File: config.mk
export PLATFORM = sky130hd
export DESIGN_NAME = bma_ctrl
export DESIGN_NICKNAME = d
export VERILOG_FILES = /design/src/sv/bma_pkg.sv /design/src/sv/bma_ctrl.sv
export SDC_FILE = /design/constraint.sdc
export NUM_CORES = 1
export LEC_CHECK = 0
export ABC_AREA = 1
export BUFFER_PORTS_ARGS = -buffer_cell sky130_fd_sc_hd__buf_2
export CAP_MARGIN = 20
export CORE_AREA = 2 2 39 41
export CTS_BUF_LIST = sky130_fd_sc_hd__clkbuf_4 sky130_fd_sc_hd__clkbuf_8
export DETAILED_ROUTE_END_ITERATION = 16
export DIE_AREA = 0 0 41 43
export GPL_TIMING_DRIVEN = 0
export PLACE_DENSITY = 0.3
export SYNTH_ARGS = -nofsm -noshare
export SYNTH_HDL_FRONTEND = slang
export SYNTH_SLANG_ARGS = --single-unit
export TNS_END_PERCENT = 1
File: constraint.sdc
create_clock -name clk -period 2.58 [get_ports clk]
set_input_delay 0.129 -clock clk [delete_from_list [all_inputs] [get_ports clk]]
set_output_delay 0.129 -clock clk [all_outputs]
set_load 0.03 [all_outputs]
File: src/sv/bma_pkg.sv
// types, codes and defaults shared by the block map allocator
`timescale 1ns / 1ps

package bma_pkg;

  // default geometry
  localparam int MEM_BLOCKS_DEF      = 1024;
  localparam int RESERVED_BLOCKS_DEF = 32;

  // command codes
  localparam logic CMD_ALLOC = 1'b0;
  localparam logic CMD_TERM  = 1'b1;

  // result status codes
  localparam logic [1:0] ST_ALLOCATED  = 2'd0;
  localparam logic [1:0] ST_NO_MEMORY  = 2'd1;
  localparam logic [1:0] ST_TERMINATED = 2'd2;
  localparam logic [1:0] ST_NOT_FOUND  = 2'd3;

  // one request
  typedef struct packed {
    logic        cmd;
    logic [9:0]  request_size;
    logic [15:0] target_id;
  } req_t;

  // one result
  typedef struct packed {
    logic [1:0]  status;
    logic [15:0] assigned_id;
    logic [9:0]  first_block;
    logic [10:0] free_blocks;
  } rsp_t;

  // controller to datapath commands
  typedef struct packed {
    logic clear_en;
    logic load;
    logic scan_en;
    logic report;
  } ctl_t;

  // datapath to controller status
  typedef struct packed {
    logic clear_last;
    logic scan_done;
  } sts_t;

endpackage

File: src/sv/bma_ctrl.sv
// sequencing state machine of the block map allocator
`timescale 1ns / 1ps

module bma_ctrl import bma_pkg::*; (
  input  logic clk,
  input  logic rst,
  input  logic start,
  output logic busy,
  output ctl_t ctl,
  input  sts_t sts
);

  localparam logic [1:0] S_CLEAR  = 2'd0;
  localparam logic [1:0] S_IDLE   = 2'd1;
  localparam logic [1:0] S_SCAN   = 2'd2;
  localparam logic [1:0] S_REPORT = 2'd3;

  logic [1:0] state;
  logic [1:0] state_next;

  // state register, map clear runs first after reset
  always_ff @(posedge clk) begin
    if (rst) begin
      state <= S_CLEAR;
    end else begin
      state <= state_next;
    end
  end

  // next state
  always_comb begin
    state_next = state;
    unique case (state)
      S_CLEAR: begin
        if (sts.clear_last) state_next = S_IDLE;
      end
      S_IDLE: begin
        if (start) state_next = S_SCAN;
      end
      S_SCAN: begin
        if (sts.scan_done) state_next = S_REPORT;
      end
      S_REPORT: begin
        state_next = S_IDLE;
      end
      default: begin
        state_next = S_IDLE;
      end
    endcase
  end

  // datapath commands
  always_comb begin
    ctl.clear_en = (state == S_CLEAR);
    ctl.load     = (state == S_IDLE) && start;
    ctl.scan_en  = (state == S_SCAN);
    ctl.report   = (state == S_REPORT);
  end

  assign busy = (state != S_IDLE);

endmodule

# Word-level counts from Yosys, hierarchy flattened

Index checks and enable logic that the tools add are counted.

Bits in registers: 2
Output and inout port bits: 5
Word-level logic and storage cells: 15

Equal/unequal tests: 7
Multiplexer cells: 4
Reduce and logical (&&, ||, !) cells: 3

Operators with widths:

| kind                                                  | number |
|---|---|
| one-hot mux 2 bit (4 select lines)                    | 1 |
| two-way mux 2 bit                                     | 3 |
| inequality test 2 x 1 -> 1 bit, second input constant | 3 |
| equality test 2 bit, second input constant            | 2 |
| AND reduction 3 bit                                   | 1 |
| equality test 2 x 1 -> 1 bit, second input constant   | 1 |
| zero test 2 bit                                       | 1 |
| inequality test 2 bit, second input constant          | 1 |
| logical AND 1 bit                                     | 1 |

# Logic depth before layout (Yosys ltp)

Depth after elaboration: 3
Gate-level depth with buffers: 7

# Least setup slack after synthesis

OpenSTA, ideal clock, no wires.

Kind: reg-to-reg
From: register state[0]
To: register state[0]
Path slack: 1.403 ns
Path buffers: 0
Clock period less this slack: 1.177 ns
Cell stages (with the launch flop): 8
Required time: 2.467 ns
Data arrival time: 1.064 ns
Cell sequence: dfxtp_1 > inv_1 > ha_1 > nand2_1 > nand3_2 > nand2_1 > nand2_1 > nor2_1

RTL lines:

| element                | line           | RTL |
|---|---|---|
| start, declared        | bma_ctrl.sv:18 | `logic [1:0] state;` |
| start signal, assigned | bma_ctrl.sv:26 | `state <= state_next;` |

# Worst setup path after layout

From: register state[1]
To: output busy

Cells in the longest elaborated chain, start to end: 1

RTL lines:

| element                        | line           | RTL |
|---|---|---|
| inequality test 2 x 1 -> 1 bit | bma_ctrl.sv:60 | `assign busy = (state != S_IDLE);` |
| end, declared                  | bma_ctrl.sv:8  | `output logic busy,` |

No other way between the ends.

==> flow_metrics.env <==
export IMPL_r2r_start="state[0]$_SDFFE_PP0P_"
export IMPL_ctsResizeCount=0
export IMPL_p_per_area_nw_per_um2=1224
export IMPL_max_stage_delay_ps=340
export IMPL_yosysWarnings=0
export IMPL_synth_area_leader_cell="ha_1"
export IMPL_largest_register_ffs=2
export IMPL_final_cell_count_no_fill=55
export IMPL_clock_latency_ps=220
export IMPL_seq_area_um2=40.04
export IMPL_wirelength_um=340
export IMPL_clkPwrFrac_pct=21.1
export IMPL_peakVddDrop_mv=0.2185
export IMPL_critPathLaunchType="flop"
export IMPL_cp_cell_sequence="inv_1 > ha_1 > inv_1 > buf_2"
export IMPL_syn_area_um2=175.2
export IMPL_worst_path_buf_inv=3
export IMPL_synth_cell_types=6
export IMPL_syn_avg_cell_area_um2=6.488
export IMPL_seqPwrFrac_pct=17.7
export IMPL_crit_required_ps=2450
export IMPL_fp_dieH_um=43
export IMPL_area_delta_synth_final_pct=50.00
export IMPL_power_leakage_nw=0.1726
export IMPL_outcome="finished clean"
export IMPL_power_switching_share_pct=50.88
export IMPL_synth_ff_latch_count=2
export IMPL_rrSetupSlack_ps=1480
export IMPL_grt_antenna_before_repair=0
export IMPL_critPathCaptureType="primary output"
export IMPL_p_switching_uw=163.7
export IMPL_clock_fmax_mhz=800.8
export IMPL_ant_nets=0
export IMPL_path_clk_slew_ps=30
export IMPL_largest_registers="state: 2 flops"
export IMPL_wire_per_inst_um=6.182
export IMPL_grtUsageTotal_pct=5.416
export IMPL_drive_gt1_share_pct=33.33
export IMPL_n_antenna_cell=0
export IMPL_initial_core_util_pct=12.66
export IMPL_via_count=168
export IMPL_critPathSlowestCell="dfxtp_1"
export IMPL_setup_slack_ps=1331
export IMPL_n_fill_cell=171
export IMPL_yosysSeqAreaShare_pct=22.86
export IMPL_final_common_cell="buf_2"
export IMPL_finalClockSkew_ps=0.2646
export IMPL_combPwrFrac_pct=61.3
export IMPL_max_cap_viol_count=0
export IMPL_root_buffer="clkbuf_4"
export IMPL_vias_per_cell=3.055
export IMPL_routabilityCongestion=0.6681
export IMPL_rsz0062_at_grt="no"
export IMPL_grt_pass1_wl_um=565
export IMPL_hold_viol_final=0
export IMPL_num_nets_final=50
export IMPL_die_w_um=41
export IMPL_setup_violations=0
export IMPL_min_path_cells=4
export IMPL_path_class="reg -> out"
export IMPL_synth_cells=27
export IMPL_numCtsBuffers=3
export IMPL_coreArea_um2=1384
export IMPL_min_to="state[1]$_SDFFE_PP0P_"
export IMPL_synth_area_top_cells="ha_1, dfxtp_1, inv_1, nand2_1, nor2_1"
export IMPL_intPower_uw=158.0
export IMPL_grt_pass1_vias=159
export IMPL_setup_tns_ps=0
export IMPL_fin_crit_sh_pct=48.40
export IMPL_r2r_end="state[1]$_SDFFE_PP0P_"
export IMPL_pre_cts_ws_ps=1463
export IMPL_fin_crit_ps=1249
export IMPL_hold_path_class="in -> reg"
export IMPL_rr_worst_depth=6
export IMPL_syn_nets=36
export IMPL_synth_top_area_share_pct=28.57
export IMPL_dr_first_iter_drc_count=0
export IMPL_grt_max_degree=5
export IMPL_critPathTopFamily="flip-flops"
export IMPL_row_count=14
export IMPL_slew_headroom_pct=89.74
export IMPL_hpwl_um=287.8
export IMPL_dp_cells=52
export IMPL_tritoncts="yes"
export IMPL_whs_ps=148.5
export IMPL_cp_max_fo=3
export IMPL_slew_viol_final=0
export IMPL_ctsHtreeMaxLevel=1
export IMPL_multi_input_comb_area_um2=105.1
export IMPL_dr_pass1_iters=1
export IMPL_crit_arrival_ps=1120
export IMPL_top_register="state"
export IMPL_path_common_cell="inv_1"
export IMPL_cts_sinks=2
export IMPL_cts_buffer_depth=2
export IMPL_final_cell_mix="buf_2, inv_1, nand2_1"
export IMPL_cts_hold_fix_buffers=0
export IMPL_cts_setup_buffers=0
export IMPL_placed_area_um2=240.2
export IMPL_stdcell_area_um2=262.8
export IMPL_worst_pin_slew_ps=155.0
export IMPL_min_from="rst"
export IMPL_drc=0
export IMPL_portBuffers=9
export IMPL_gr_total_overflow=0
export IMPL_top_level_ports=10
export IMPL_die_area_um2=1763
==> cell usage after synthesis <==
| cell | number |
|---|---|
| dfxtp_1 | 2 |
| nand2_1 | 8 |
| nor2_1 | 4 |
| inv_1 | 8 |
| ha_1 | 4 |
| nand3_2 | 1 |
==> worst max path at each step <==
| stage | start | to | slack [ps] | cells after the start |
|---|---|---|---|---|
| floorplan | state[0]$_SDFFE_PP0P_ | state[0]$_SDFFE_PP0P_ | 1400 | 7 |
| global placement | state[0]$_SDFFE_PP0P_ | state[1]$_SDFFE_PP0P_ | 1450 | 6 |
| detailed placement | state[0]$_SDFFE_PP0P_ | state[0]$_SDFFE_PP0P_ | 1460 | 6 |
| CTS | state[1]$_SDFFE_PP0P_ | busy | 1320 | 4 |
| global route | state[1]$_SDFFE_PP0P_ | ctl[2] | 1220 | 5 |
| finish | state[1]$_SDFFE_PP0P_ | busy | 1330 | 4 |
==> per-layer routing <==
layer / global-route usage (%) / vias up / routed length, um / share of wire (%)
met5: 0 / - / 0 / 0
met4: 8.000 / 0 / 0 / 0
met3: 1.571 / 0 / 27 / 7.9
met2: 5.938 / 6 / 155 / 46
met1: 6.410 / 63 / 157 / 46
li1: - / 99 / - / -
==> layout make-up <==
class	count	share of cell area (%)
Inverter	8	11.43
Tap cell	16	7.619
Sequential cell	2	15.24
Timing Repair Buffer	9	17.14
Clock buffer	3	8.571
Multi-Input combinational cell	17	40.00
==> worst reg2reg max path, delay by kind of cell, from the launching register on <==
family / cells / cell delay [ps]
DFF: 1 / 350
and+or+nand+nor: 4 / 340
buffers and inverters: 1 / 90
adders and majority gates: 1 / 210
==> kinds of logic (layout without fill, tap and decap cells) <==
kind of cell               Yosys count  after routing  share of synthesized area [%]
buffers and inverters                8             20                          17.14
DFF                                  2              2                          22.86
and+or+nand+nor                     13             13                          31.43
adders and majority gates            4              4                          28.57
==> through the flow <==
step                      power [mW]  utilization (%)
after floorplan               0.2157                -
after global placement        0.2598            17.36
after detailed placement      0.2589            17.36
after CTS                     0.3310            18.99
after global routing          0.3607            18.99
final                         0.3216            18.99
==> power by group through the flow <==
| stage | Sequential (mW) | Combinational, mW | Clock, mW |
|---|---|---|---|
| 2_1_floorplan | 0.0547 | 0.161 | 0 |
| 3_3_place_gp | 0.0582 | 0.202 | 0 |
| 3_5_place_dp | 0.0576 | 0.201 | 0 |
| 4_1_cts | 0.0572 | 0.201 | 0.0725 |
| 5_1_grt | 0.0587 | 0.228 | 0.0736 |
| 6_report | 0.0568 | 0.197 | 0.0678 |
Note: power is estimated with default switching activity, not from simulation.
